### src/rtl/blt_pkg.sv
package blt_pkg;

  localparam int ByteW = 8;
  localparam int EvW   = 2;
  localparam int TokW  = 4;
  localparam int ErrW  = 2;

  localparam logic [EvW-1:0] EV_TEXT = 2'd0;
  localparam logic [EvW-1:0] EV_DONE = 2'd1;
  localparam logic [EvW-1:0] EV_ERR  = 2'd2;

  localparam logic [TokW-1:0] TK_ID     = 4'd0;
  localparam logic [TokW-1:0] TK_NUM    = 4'd1;
  localparam logic [TokW-1:0] TK_CHAR   = 4'd2;
  localparam logic [TokW-1:0] TK_LBRACK = 4'd3;
  localparam logic [TokW-1:0] TK_RBRACK = 4'd4;
  localparam logic [TokW-1:0] TK_LPAREN = 4'd5;
  localparam logic [TokW-1:0] TK_RPAREN = 4'd6;
  localparam logic [TokW-1:0] TK_LBRACE = 4'd7;
  localparam logic [TokW-1:0] TK_RBRACE = 4'd8;
  localparam logic [TokW-1:0] TK_COMMA  = 4'd9;
  localparam logic [TokW-1:0] TK_PIPE   = 4'd10;

  localparam logic [ErrW-1:0] ERR_NONE       = 2'd0;
  localparam logic [ErrW-1:0] ERR_INVALID    = 2'd1;
  localparam logic [ErrW-1:0] ERR_UNEXPECTED = 2'd2;

  localparam logic [ByteW-1:0] CH_UNDERSCORE = 8'h5F;
  localparam logic [ByteW-1:0] CH_DOT        = 8'h2E;
  localparam logic [ByteW-1:0] CH_QUOTE      = 8'h27;
  localparam logic [ByteW-1:0] CH_PIPE       = 8'h7C;
  localparam logic [ByteW-1:0] CH_LBRACK     = 8'h5B;
  localparam logic [ByteW-1:0] CH_RBRACK     = 8'h5D;
  localparam logic [ByteW-1:0] CH_LPAREN     = 8'h28;
  localparam logic [ByteW-1:0] CH_RPAREN     = 8'h29;
  localparam logic [ByteW-1:0] CH_LBRACE     = 8'h7B;
  localparam logic [ByteW-1:0] CH_RBRACE     = 8'h7D;
  localparam logic [ByteW-1:0] CH_COMMA      = 8'h2C;
  localparam logic [ByteW-1:0] CH_SPACE      = 8'h20;
  localparam logic [ByteW-1:0] CH_TAB        = 8'h09;
  localparam logic [ByteW-1:0] CH_CR         = 8'h0D;
  localparam logic [ByteW-1:0] CH_LF         = 8'h0A;

  // one result word
  typedef struct packed {
    logic [EvW-1:0]   ev;
    logic [TokW-1:0]  kind;
    logic [ByteW-1:0] text;
    logic [ErrW-1:0]  err;
    logic             last;
  } res_t;

  // decoder to output buffer: results of one input word
  typedef struct packed {
    logic [1:0] cnt;
    res_t       r0;
    res_t       r1;
  } res_pair_t;

endpackage

### src/rtl/blt_decode.sv
module blt_decode import blt_pkg::*; (
  input  logic             clk_i,
  input  logic             rst_ni,
  input  logic             accept_i,
  input  logic [ByteW-1:0] byte_i,
  input  logic             end_i,
  output res_pair_t        res_o
);

  localparam logic [2:0] MODE_IDLE  = 3'd0;
  localparam logic [2:0] MODE_ID    = 3'd1;
  localparam logic [2:0] MODE_INT   = 3'd2;
  localparam logic [2:0] MODE_DOT   = 3'd3;
  localparam logic [2:0] MODE_FRAC  = 3'd4;
  localparam logic [2:0] MODE_QOPEN = 3'd5;
  localparam logic [2:0] MODE_QBODY = 3'd6;
  localparam logic [2:0] MODE_ERR   = 3'd7;

  logic [2:0] mode_q, mode_d;

  logic       is_space, is_letter, is_digit;
  logic [TokW-1:0] punct;
  logic       idle_emit;
  res_t       idle_res;
  logic [2:0] idle_mode;
  res_t       done_id, done_num, bad, txt;
  res_t       r0, r1;
  logic [1:0] cnt;

  function automatic res_t mk(logic [EvW-1:0] ev, logic [TokW-1:0] kind,
                              logic [ByteW-1:0] text, logic [ErrW-1:0] err);
    res_t r;
    r.ev   = ev;
    r.kind = kind;
    r.text = text;
    r.err  = err;
    r.last = 1'b0;
    return r;
  endfunction

  assign is_space  = (byte_i == CH_SPACE) || (byte_i == CH_TAB) ||
                     (byte_i == CH_CR) || (byte_i == CH_LF);
  assign is_letter = ((byte_i >= 8'h61) && (byte_i <= 8'h7A)) ||
                     ((byte_i >= 8'h41) && (byte_i <= 8'h5A));
  assign is_digit  = (byte_i >= 8'h30) && (byte_i <= 8'h39);

  always_comb begin
    case (byte_i)
      CH_LBRACK: punct = TK_LBRACK;
      CH_RBRACK: punct = TK_RBRACK;
      CH_LPAREN: punct = TK_LPAREN;
      CH_RPAREN: punct = TK_RPAREN;
      CH_LBRACE: punct = TK_LBRACE;
      CH_RBRACE: punct = TK_RBRACE;
      CH_COMMA:  punct = TK_COMMA;
      CH_PIPE:   punct = TK_PIPE;
      default:   punct = TK_ID;
    endcase
  end

  assign done_id  = mk(EV_DONE, TK_ID, '0, ERR_NONE);
  assign done_num = mk(EV_DONE, TK_NUM, '0, ERR_NONE);
  assign bad      = mk(EV_ERR, TK_ID, '0, ERR_UNEXPECTED);

  // byte handled from idle, also after a token ends on it
  always_comb begin
    idle_emit = 1'b1;
    idle_res  = mk(EV_ERR, TK_ID, '0, ERR_INVALID);
    idle_mode = MODE_ERR;
    if (is_space) begin
      idle_emit = 1'b0;
      idle_mode = MODE_IDLE;
    end else if (is_letter) begin
      idle_res  = mk(EV_TEXT, TK_ID, byte_i, ERR_NONE);
      idle_mode = MODE_ID;
    end else if (is_digit) begin
      idle_res  = mk(EV_TEXT, TK_NUM, byte_i, ERR_NONE);
      idle_mode = MODE_INT;
    end else if (byte_i == CH_QUOTE) begin
      idle_emit = 1'b0;
      idle_mode = MODE_QOPEN;
    end else if (punct != TK_ID) begin
      idle_res  = mk(EV_DONE, punct, '0, ERR_NONE);
      idle_mode = MODE_IDLE;
    end
  end

  always_comb begin
    cnt    = 2'd0;
    r0     = idle_res;
    r1     = idle_res;
    mode_d = mode_q;
    txt    = mk(EV_TEXT, TK_NUM, byte_i, ERR_NONE);
    if (end_i) begin
      mode_d = MODE_IDLE;
      case (mode_q)
        MODE_ID: begin
          cnt = 2'd1;
          r0  = done_id;
        end
        MODE_INT, MODE_FRAC: begin
          cnt = 2'd1;
          r0  = done_num;
        end
        MODE_DOT, MODE_QOPEN, MODE_QBODY: begin
          cnt = 2'd1;
          r0  = bad;
        end
        default: cnt = 2'd0;
      endcase
    end else begin
      case (mode_q)
        MODE_IDLE: begin
          cnt    = {1'b0, idle_emit};
          mode_d = idle_mode;
        end
        MODE_ID: begin
          if (is_letter || is_digit || (byte_i == CH_UNDERSCORE)) begin
            cnt = 2'd1;
            r0  = mk(EV_TEXT, TK_ID, byte_i, ERR_NONE);
          end else begin
            cnt    = idle_emit ? 2'd2 : 2'd1;
            r0     = done_id;
            mode_d = idle_mode;
          end
        end
        MODE_INT: begin
          if (is_digit) begin
            cnt = 2'd1;
            r0  = txt;
          end else if (byte_i == CH_DOT) begin
            cnt    = 2'd1;
            r0     = txt;
            mode_d = MODE_DOT;
          end else begin
            cnt    = idle_emit ? 2'd2 : 2'd1;
            r0     = done_num;
            mode_d = idle_mode;
          end
        end
        MODE_DOT: begin
          cnt = 2'd1;
          if (is_digit) begin
            r0     = txt;
            mode_d = MODE_FRAC;
          end else begin
            r0     = bad;
            mode_d = MODE_ERR;
          end
        end
        MODE_FRAC: begin
          if (is_digit) begin
            cnt = 2'd1;
            r0  = txt;
          end else begin
            cnt    = idle_emit ? 2'd2 : 2'd1;
            r0     = done_num;
            mode_d = idle_mode;
          end
        end
        MODE_QOPEN: begin
          cnt = 2'd1;
          if (byte_i == CH_QUOTE) begin
            r0     = bad;
            mode_d = MODE_ERR;
          end else begin
            r0     = mk(EV_TEXT, TK_CHAR, byte_i, ERR_NONE);
            mode_d = MODE_QBODY;
          end
        end
        MODE_QBODY: begin
          cnt = 2'd1;
          if (byte_i == CH_QUOTE) begin
            r0     = mk(EV_DONE, TK_CHAR, '0, ERR_NONE);
            mode_d = MODE_IDLE;
          end else begin
            r0     = bad;
            mode_d = MODE_ERR;
          end
        end
        default: mode_d = MODE_ERR;
      endcase
    end
  end

  // mark the last result of this word
  always_comb begin
    res_o.cnt     = cnt;
    res_o.r0      = r0;
    res_o.r1      = r1;
    res_o.r0.last = (cnt == 2'd1);
    res_o.r1.last = 1'b1;
  end

  always_ff @(posedge clk_i or negedge rst_ni) begin
    if (!rst_ni) begin
      mode_q <= MODE_IDLE;
    end else if (accept_i) begin
      mode_q <= mode_d;
    end
  end

endmodule

### src/rtl/blt_outbuf.sv
module blt_outbuf import blt_pkg::*; (
  input  logic      clk_i,
  input  logic      rst_ni,
  input  logic      in_valid_i,
  output logic      in_ready_o,
  input  res_pair_t res_i,
  output logic      out_valid_o,
  input  logic      out_ready_i,
  output res_t      out_res_o
);

  logic [1:0] cnt_q, cnt_d;
  res_t       s0_q, s0_d, s1_q, s1_d;
  logic       pop, push;

  assign pop         = (cnt_q != 2'd0) && out_ready_i;
  // take a new word once the buffer drains this cycle
  assign in_ready_o  = (cnt_q == 2'd0) || ((cnt_q == 2'd1) && out_ready_i);
  assign push        = in_valid_i && in_ready_o;
  assign out_valid_o = (cnt_q != 2'd0);
  assign out_res_o   = s0_q;

  always_comb begin
    cnt_d = cnt_q;
    s0_d  = s0_q;
    s1_d  = s1_q;
    if (push) begin
      cnt_d = res_i.cnt;
      s0_d  = res_i.r0;
      s1_d  = res_i.r1;
    end else if (pop) begin
      cnt_d = cnt_q - 2'd1;
      s0_d  = s1_q;
    end
  end

  always_ff @(posedge clk_i or negedge rst_ni) begin
    if (!rst_ni) begin
      cnt_q <= 2'd0;
    end else begin
      cnt_q <= cnt_d;
    end
  end

  always_ff @(posedge clk_i) begin
    s0_q <= s0_d;
    s1_q <= s1_d;
  end

endmodule

### src/rtl/bracket_language_tokenizer_top.sv
// Channel  Dir  tdata                             tuser                        tlast
// s_axis   in   [7:0] byte_in                     -                            end_of_input
// m_axis   out  [7:0] text_byte, [9:8] error_code [1:0] event_kind,            last_of_run
//                                                 [5:2] token_kind
//
// A word is decoded against the scan mode as it is taken and its results land in a
// two-entry output buffer the same cycle. Words that give zero or one result flow at
// one per cycle while m_axis is ready; a word that ends a token and starts another (two
// results) holds s_axis while the buffer drains. Reset clears the scan mode to idle
// and empties the buffer. A stalled m_axis holds the head result steady.
module bracket_language_tokenizer_top import blt_pkg::*; (
  input  logic        clk_i,
  input  logic        rst_ni,
  input  logic        s_axis_tvalid,
  output logic        s_axis_tready,
  input  logic [7:0]  s_axis_tdata,   // [7:0] byte_in
  input  logic        s_axis_tlast,   // end_of_input
  output logic        m_axis_tvalid,
  input  logic        m_axis_tready,
  output logic [15:0] m_axis_tdata,   // [7:0] text_byte, [9:8] error_code, rest zero
  output logic [5:0]  m_axis_tuser,   // [1:0] event_kind, [5:2] token_kind
  output logic        m_axis_tlast    // last_of_run
);

  res_pair_t res;
  res_t      head;
  logic      accept;

  // the scan mode advances only on a taken word
  assign accept = s_axis_tvalid && s_axis_tready;

  blt_decode u_decode (
    .clk_i    (clk_i),
    .rst_ni   (rst_ni),
    .accept_i (accept),
    .byte_i   (s_axis_tdata),
    .end_i    (s_axis_tlast),
    .res_o    (res)
  );

  blt_outbuf u_outbuf (
    .clk_i       (clk_i),
    .rst_ni      (rst_ni),
    .in_valid_i  (s_axis_tvalid),
    .in_ready_o  (s_axis_tready),
    .res_i       (res),
    .out_valid_o (m_axis_tvalid),
    .out_ready_i (m_axis_tready),
    .out_res_o   (head)
  );

  assign m_axis_tdata = {6'd0, head.err, head.text};
  assign m_axis_tuser = {head.kind, head.ev};
  assign m_axis_tlast = head.last;

endmodule

### config.mk
export PLATFORM = sky130hd
export DESIGN_NAME = bracket_language_tokenizer_top
export DESIGN_NICKNAME = d
export VERILOG_FILES = /design/src/rtl/blt_pkg.sv /design/src/rtl/blt_decode.sv /design/src/rtl/blt_outbuf.sv /design/src/rtl/bracket_language_tokenizer_top.sv
export SDC_FILE = /design/constraint.sdc
export NUM_CORES = 1
export LEC_CHECK = 0
export ABC_AREA = 1
export BUFFER_PORTS_ARGS = -buffer_cell sky130_fd_sc_hd__buf_2
export CORE_MARGIN = 8
export CORE_UTILIZATION = 57
export DETAILED_ROUTE_END_ITERATION = 10
export GPL_ROUTABILITY_DRIVEN = 0
export PLACE_DENSITY = 0.8
export SLEW_MARGIN = 20
export SYNTH_ARGS = -nofsm -noshare
export SYNTH_HDL_FRONTEND = slang
export SYNTH_SLANG_ARGS = --single-unit
### constraint.sdc
create_clock -name clk_i -period 2.1 [get_ports clk_i]
set_input_delay 0.42 -clock clk_i [delete_from_list [all_inputs] [get_ports clk_i]]
set_output_delay 0.42 -clock clk_i [all_outputs]
set_load 0.03 [all_outputs]
==> flow_summary.ini, run 1 <==
[clock_network]
clock_path_buffers = 2
clkSinkCount = 36
cts_buffers = 5
cts_setup_buffers = 0
clk_latency_ns = 0.29
path_clk_slew_ns = 0.07
cts_tree = done
cts-root-buf = clkbuf_8
ctsHtreeMaxLevel = 2

[synth]
synth_seq_area_share_pct = 43.8
synthesis.instances = 309
netlist_area_um2 = 2410
ys_types = 35
synth_seq_cells = 36
ys.warnings.count = 0
async_flop_share_pct = 13.9
synth_edf_count = 31
ys.flop_type = edfxtp_1
syn_area_per_cell_um2 = 7.81

[sta]
fin_skew_ns = 0.00343
post-route-min-period_ns = 1.92
setup_slack_ns = 0.176
hold_viol_final = 0
setup_violations = 0
tns_ns = 0
grt_setup_unrepaired = false
drv_slew = 0
period_share_pct = 91.6
maxClockFrequency_mhz = 520

[finish]
num-nets-final = 363
diodes = 0
seq_area_um2 = 1060
fillCellCount = 335
multi_input_area_um2 = 1120
drive_above_1_share_pct = 23.8
syn_to_final_growth_pct = 13.1

[power]
powerDensity_nw_per_um2 = 1240
peakVddDrop_v = 0.000544
p_leak_nw = 1.39

[floorplan]
die_y_um = 81.1
dieWidth_um = 81.1
start_util_pct = 59.9
coreArea_um2 = 4030
io_pins = 38
row_count = 23
dieArea_um2 = 6570

[global_routing]
grt_use_met1_pct = 24.0
grt_max_degree = 23
overflow = 0
grt.total_usage_pct = 18.8
grt_pass1_vias = 2097
top_usage_layer = met2
use_met3_pct = 3.97
gr-usage-met2_pct = 30.1
grt_pass1_wl_um = 9710
grt_antenna_before_repair = 0

[drt]
wl_per_cell_um = 14.4
vias_per_cell = 5.54
vias = 2212
drc_errors = 0
drt_iter0_markers = 276
routed_wl_um = 5760
final_antenna_net_count = 0
firstDrtPassIters = 5

[setup_path]
reg2reg_to = u_outbuf.out_res_o[16]
critPathRequiredTime_ns = 2.14
arrival_ns = 1.96
worstPathMaxFanout = 9
r2r_cells = 9
r2r-start = u_decode.mode_q[1]
crit_type = flip-flop to flip-flop
endpoint_kind = flip-flop
start_kind = flip-flop
rrSetupSlack_ns = 0.18

[flow_run]
cap_violations = 0

[placed_design]
pre_cts_slack_ns = 0.140
dp_hpwl_um = 4470
port-buffer-count = 31

[run_status]
status = complete, no violations

[hold_path]
hold_class = input pin to asynchronous set/reset pin
## final cells by class
| type | instances | share of cell area (%) |
|---|---|---|
| Inverter | 47 | 6.60 |
| Clock buffer | 6 | 2.66 |
| Clock inverter | 2 | 1.28 |
| Multi-Input combinational cell | 221 | 41.0 |
| Tap cell | 50 | 2.29 |
| Timing Repair Buffer | 37 | 7.43 |
| Sequential cell | 36 | 38.7 |
## placed cells by master, fill, tap and decap left out, types with 7 or more instances in the layout
| cell type | synthesis | layout |
|---|---|---|
| nand2_1 | 85 | 84 |
| inv_1 | 35 | 34 |
| nor2_1 | 32 | 32 |
| buf_2 | 1 | 31 |
| edfxtp_1 | 31 | 31 |
| nand3_1 | 25 | 25 |
| a21oi_1 | 11 | 11 |
| nand2_2 | 9 | 10 |
| inv_2 | 9 | 10 |
| o21ai_0 | 10 | 10 |
| a22oi_1 | 7 | 7 |
| conb_1 | 1 | 7 |
## worst max path at each step
stage	start	to	slack (ns)	cells after the start
6_report	u_decode.mode_q[1]	u_outbuf.out_res_o[16]	0.18	9
2_1_floorplan	u_outbuf.cnt_q[0]	u_outbuf.out_res_o[11]	0.07	8
5_1_grt	u_decode.mode_q[2]	u_outbuf.out_res_o[16]	0.04	9
3_5_place_dp	s_axis_tdata[1]	u_outbuf.out_res_o[16]	0.14	9
4_1_cts	u_decode.mode_q[1]	u_outbuf.out_res_o[16]	0.21	9
3_3_place_gp	s_axis_tdata[4]	u_outbuf.out_res_o[16]	0.13	10
## logic make-up after synthesis
group	Yosys count	synth area share [%]
other	1	0.155
AO/OA/AOI/OAI	36	9.33
adder cells (fa/ha/maj)	2	1.04
flip-flops	36	43.8
AND/OR/NAND/NOR	176	34.8
buffers and inverters	58	10.9
## report_power, final
group | switching, W | internal [W]
Combinational | 0.00113 | 0.000462
Sequential | 0.000106 | 0.00108
Clock | 0.000243 | 0.000352
## cells in the mapped netlist (2+ instances only)
cell type	count	area [µm²]
buf_4	7	52.6
clkinv_1	2	7.51
nor3_2	3	30.0
nand2_2	9	56.3
nand3_1	25	125
a21oi_1	11	55.1
ha_1	2	25.0
edfxtp_1	31	931
o21ai_0	10	50.1
o21ai_1	2	10.0
nor2_4	5	56.3
nand3_2	3	30.0
inv_1	35	131
a22oi_1	7	52.6
nand2_1	85	319
nand4_1	5	31.3
nor3_1	4	20.0
inv_2	9	33.8
nor2_1	32	120
nor2_2	2	12.5
dfrtp_1	5	125
buf_6	2	22.5
## routing by layer
metal	part of all wire (%)	wire, µm
met5	0	0
met4	1.8	106
met3	9.5	548
met2	47	2680
met1	42	2420
## timing repair
action | CTS | global route
resized for setup | 0 | 0
endpoints found under the hold margin | 5 | 0
hold buffers | 1 | 0
## registers in the layout, summed over array words and instances, names as in the netlist
signal / cells
u_decode.mode_q: 3
u_outbuf.cnt_q: 2
u_outbuf.out_res_o: 17
u_outbuf.s1_q: 14
## stage by stage
step | area [µm²] | hold slack (ns) | std cells | total power (W) | util, %
finish | 2730 | 0.473 | 399 | 0.00338 | 67.7
global route | 2730 | 0.482 | 399 | 0.00362 | 67.7
CTS | 2730 | 0.464 | 399 | 0.00338 | 67.7
detailed placement | 2610 | 0.238 | 390 | 0.00278 | 64.8
global placement | 2610 | 0.237 | 390 | 0.00275 | 64.8
floorplan | 2440 | 0.124 | 315 | 0.00239 | -
## worst max-delay path: stages, from the launching register on
cell,delay (ns)
dfrtp_1,0.52
nor2_1,0.10
nand2_1,0.13
nand2_1,0.08
nor2_1,0.20
nand2_2,0.14
nand2_2,0.12
nor2_2,0.09
a22oi_2,0.19
nand3_1,0.10
Note: power is estimated with default switching activity, not from simulation.
==> run 2, diff against run 1 <==
Settings changed: PLACE_DENSITY 0.8 to 0.87.
==> run 2 against run 1 <==
Compared with the run above:
- clock-buffer cell count is the same
- flip-flop and latch count is the same
- global-route usage grew 0.17 points
- utilization grew 0.22 points
- sequential power is essentially flat
==> flow_summary.ini, run 2 (same netlist as run 1, synthesis figures left out) <==
[clock_network]
cts_tree = done
cts-root-buf = clkbuf_8
cts_setup_buffers = 0
clk_latency_ns = 0.30
ctsHtreeMaxLevel = 2
path_clk_slew_ns = 0.07
clkSinkCount = 36
clock_path_buffers = 2
cts_buffers = 5

[sta]
maxClockFrequency_mhz = 522
setup_slack_ns = 0.185
hold_viol_final = 0
fin_skew_ns = 0.00677
post-route-min-period_ns = 1.91
tns_ns = 0
timing.hold.ws_ns = 0.483
drv_slew = 0
setup_violations = 0
period_share_pct = 91.2

[global_routing]
grt_pass1_wl_um = 9670
grt_pass1_vias = 2090
grt.total_usage_pct = 18.9
grt_antenna_before_repair = 0
overflow = 0
grt_max_degree = 19

[finish]
syn_to_final_growth_pct = 13.4
layoutNonFillerInstCount = 400
final_common_cell = nand2_1
diodes = 0
fin_area_um2 = 2740
fillCellCount = 328
largest_reg_flops = 17
final_cell_mix = 84 x nand2_1, 34 x inv_1, 32 x nor2_1
num-nets-final = 364
drive_above_1_share_pct = 24.3

[placed_design]
dp_hpwl_um = 4470
pre_cts_slack_ns = 0.116
port-buffer-count = 31
place_area_um2 = 2620
dpl.cell_count = 391

[setup_path]
arrival_ns = 1.95
endpoint_kind = flip-flop
critPathRequiredTime_ns = 2.14
start_kind = flip-flop
worstPathMaxFanout = 9
crit_type = flip-flop to flip-flop

[drt]
vias_per_cell = 5.60
routed_wl_um = 5940
drt_iter0_markers = 284
firstDrtPassIters = 5
vias = 2239
wl_per_cell_um = 14.8
drc_errors = 0
final_antenna_net_count = 0

[floorplan]
coreArea_um2 = 4030
row_count = 23
die_y_um = 81.1
dieArea_um2 = 6570
dieWidth_um = 81.1
io_pins = 38
start_util_pct = 59.9

[power]
powerDensity_nw_per_um2 = 1250
peakVddDrop_v = 0.000556
p_leak_nw = 1.39

[run_status]
status = complete, no violations

[hold_path]
hold_class = input pin to asynchronous set/reset pin

[flow_run]
cap_violations = 0
-- run 2: changes by cell type in the layout (fill, tap and decap cells not counted), sizes merged --
cell | previous run | this run
buf | 36 | 37
-- run 2: cell type report --
type                       instances  area (µm²)  area share [%]
multi-input combinational        221        1120            40.9
clock inverter                     2        35.0            1.28
clock buffer                       6        72.6            2.65
sequential                        36        1060            38.6
tap                               50        62.6            2.29
inverter                          47         180            6.58
timing repair buffer              38         210            7.68
-- run 2: critical path: stages, from the launching register on --
cell	delay [ns]
dfrtp_1	0.52
nor2_1	0.09
nand2_1	0.11
nand2_1	0.08
nor2_1	0.20
nand2_2	0.15
nand2_2	0.12
nor2_2	0.09
a22oi_2	0.18
nand3_1	0.10
-- run 2: path summary, 6_finish.rpt --
check	start	to	slack (ns)	cells past startpoint
max	u_decode.mode_q[1]	u_outbuf.out_res_o[16]	0.19	9
min	rst_ni	u_decode.mode_q[1]	0.48	2
max reg2reg	u_decode.mode_q[1]	u_outbuf.out_res_o[16]	0.19	9
min reg2reg	u_outbuf.s1_q[8]	u_outbuf.out_res_o[8]	0.53	2
max in group asynchronous	rst_ni	u_decode.mode_q[2]	1.48	2
min in group clk_i	s_axis_tlast	u_decode.mode_q[0]	0.49	4
-- run 2: repair_timing --
item,CTS,global route
gates resized for setup,0,1
endpoints found under the setup margin,0,3
endpoints found under the hold margin,5,0
hold buffers,1,0
-- run 2: power breakdown --
group	total [W]	switching (W)	internal, W
logic	0.00162	0.00116	0.000469
clock network	0.000607	0.000255	0.000352
registers	0.00119	0.000102	0.00108
-- run 2: through the flow --
step,utilization (%),power (W)
5_1_grt,68.0,0.00364
4_1_cts,67.9,0.00341
6_report,68.0,0.00342
2_1_floorplan,-,0.00239
3_5_place_dp,65.0,0.00279
3_3_place_gp,65.0,0.00276
-- run 2: routing by layer --
layer / wire (µm) / GRT usage (%) / part of all wire, % / up-vias
met3: 654 / 5.30 / 11 / 20
met4: 213 / 9.64 / 3.6 / 0
li1: - / - / - / 1080
met5: 0 / 0 / 0 / -
met2: 2750 / 30.7 / 46 / 148
met1: 2320 / 22.5 / 39 / 991
==> run 3, diff against run 2 <==
Settings changed: CORE_UTILIZATION 57 to 59, CTS_BUF_LIST set to sky130_fd_sc_hd__clkbuf_8, PLACE_DENSITY 0.87 to 0.9.
==> run 3 against run 2 <==
Compared with the run above:
- flip-flop and latch count is the same
- register-to-register slack gained 0.04 ns
- sequential power is essentially flat
- global-route usage grew 0.30 points
- clock skew shrank 0.0024 ns
- hold slack lost 0.018 ns
- die area shrank 2.7%
- clock-buffer cell count shrank 1
- combinational power is essentially flat
- sequential share of layout area grew 0.37 points
- design area shrank 0.82%
- worst setup slack gained 0.036 ns
- critical path type unchanged
==> flow_summary.ini, run 3 (same netlist as run 1, synthesis figures left out) <==
[sta]
fin_skew_ns = 0.00432
drv_slew = 0
grt_setup_unrepaired = false
maxClockFrequency_mhz = 532
hold_viol_final = 0
tns_ns = 0
setup_violations = 0
period_share_pct = 89.5
post-route-min-period_ns = 1.88
timing.hold.ws_ns = 0.465

[global_routing]
grt_max_degree = 23
overflow = 0
grt.total_usage_pct = 19.2
grt_pass1_vias = 2172
grt_antenna_before_repair = 0
grt_pass1_wl_um = 9800

[hold_path]
hold_class = input pin to asynchronous set/reset pin

[finish]
syn_to_final_growth_pct = 12.5
num-nets-final = 365
diodes = 0
largest_reg_flops = 17
final_cell_mix = 84 x nand2_1, 34 x inv_1, 32 x nor2_1
drive_above_1_share_pct = 24.3
final_common_cell = nand2_1

[floorplan]
row_count = 23
start_util_pct = 60.8
die_y_um = 80.0
coreArea_um2 = 3970
dieArea_um2 = 6390
io_pins = 38
dieWidth_um = 80.0

[clock_network]
cts-root-buf = clkbuf_8
clock_path_buffers = 2
ctsHtreeMaxLevel = 2
path_clk_slew_ns = 0.07
cts_buffers = 5
clk_latency_ns = 0.29
cts_setup_buffers = 0
cts_tree = done
clkSinkCount = 36

[flow_run]
cap_violations = 0

[power]
peakVddDrop_v = 0.000423
powerDensity_nw_per_um2 = 1220
p_leak_nw = 1.38
p_total_w = 0.00331

[drt]
vias = 2272
wl_per_cell_um = 15.0
vias_per_cell = 5.68
final_antenna_net_count = 0
drt_iter0_markers = 254
drc_errors = 0
routed_wl_um = 6000
firstDrtPassIters = 5

[placed_design]
port-buffer-count = 31
dp_hpwl_um = 4620

[setup_path]
rrSetupSlack_ns = 0.22
endpoint_kind = flip-flop
r2r_cells = 9
arrival_ns = 1.91
start_kind = flip-flop
worstPathMaxFanout = 9
critPathRequiredTime_ns = 2.13
crit_type = flip-flop to flip-flop

[run_status]
status = complete, no violations
-- run 3: changes by cell type in the layout (fill, tap and decap cells not counted) --
| cell | previous run | this run |
|---|---|---|
| clkinv_2 | 2 | 1 |
| clkinv_1 | 1 | 3 |
| buf_4 | 6 | 7 |
| clkbuf_1 | 1 | 0 |
| dfrtp_1 | 4 | 3 |
| bufinv_16 | 1 | 0 |
| dfrtp_2 | 1 | 2 |
-- run 3: final cells by class --
| class | count | area, µm² |
|---|---|---|
| clock buffer | 5 | 68.8 |
| fill | 320 | 1260 |
| sequential | 36 | 1060 |
| inverter | 47 | 180 |
| timing repair buffer | 39 | 218 |
| clock inverter | 2 | 7.51 |
| multi-input combinational | 221 | 1120 |
| tap | 50 | 62.6 |
-- run 3: critical path, stage by stage, from the launching register on --
cell	delay [ns]
dfrtp_2	0.46
inv_1	0.10
nand3_2	0.13
nand2_1	0.08
nor2_1	0.15
nand2_2	0.15
nand2_2	0.14
nor2_2	0.10
a22oi_2	0.20
nand3_1	0.11
-- run 3: layer usage --
layer  track usage [%]  part of all wire [%]  vias up
met5                 0                     0        -
met4              10.0                   3.1        0
met3              3.94                    11       23
met2              30.9                    48      163
met1              23.7                    38     1004
li1                  -                     -     1082
-- run 3: repair_timing --
action / in CTS / in global routing
gates resized for setup: 0 / 2
endpoints found under the setup margin: 0 / 2
hold buffers: 1 / 0
hold endpoints to repair: 5 / 0
-- run 3: final timing paths --
path	startpoint	to
max	u_decode.mode_q[2]	u_outbuf.out_res_o[16]
min	rst_ni	u_outbuf.cnt_q[1]
max reg2reg	u_decode.mode_q[2]	u_outbuf.out_res_o[16]
min reg2reg	u_outbuf.s1_q[8]	u_outbuf.out_res_o[8]
max in group asynchronous	rst_ni	u_decode.mode_q[2]
min in group clk_i	s_axis_tlast	u_decode.mode_q[1]
-- run 3: per-stage QoR --
| step | instances | setup WS (ns) | util, % | instance area (µm²) |
|---|---|---|---|---|
| final | 400 | 0.221 | 68.4 | 2720 |
| after global routing | 400 | 0.0644 | 68.4 | 2720 |
| after CTS | 400 | 0.155 | 68.3 | 2710 |
| after detailed placement | 392 | 0.0584 | 66.1 | 2630 |
| after global placement | 392 | 0.101 | 66.1 | 2630 |
| after floorplan | 315 | 0.0727 | - | 2440 |
-- run 3: power by group --
group	leakage [nW]	internal (W)	switching, W	total, W
sequential	0.357	0.00109	0.000113	0.00120
combinational	0.979	0.000489	0.00117	0.00165
clock	0.0391	0.000219	0.000231	0.000449
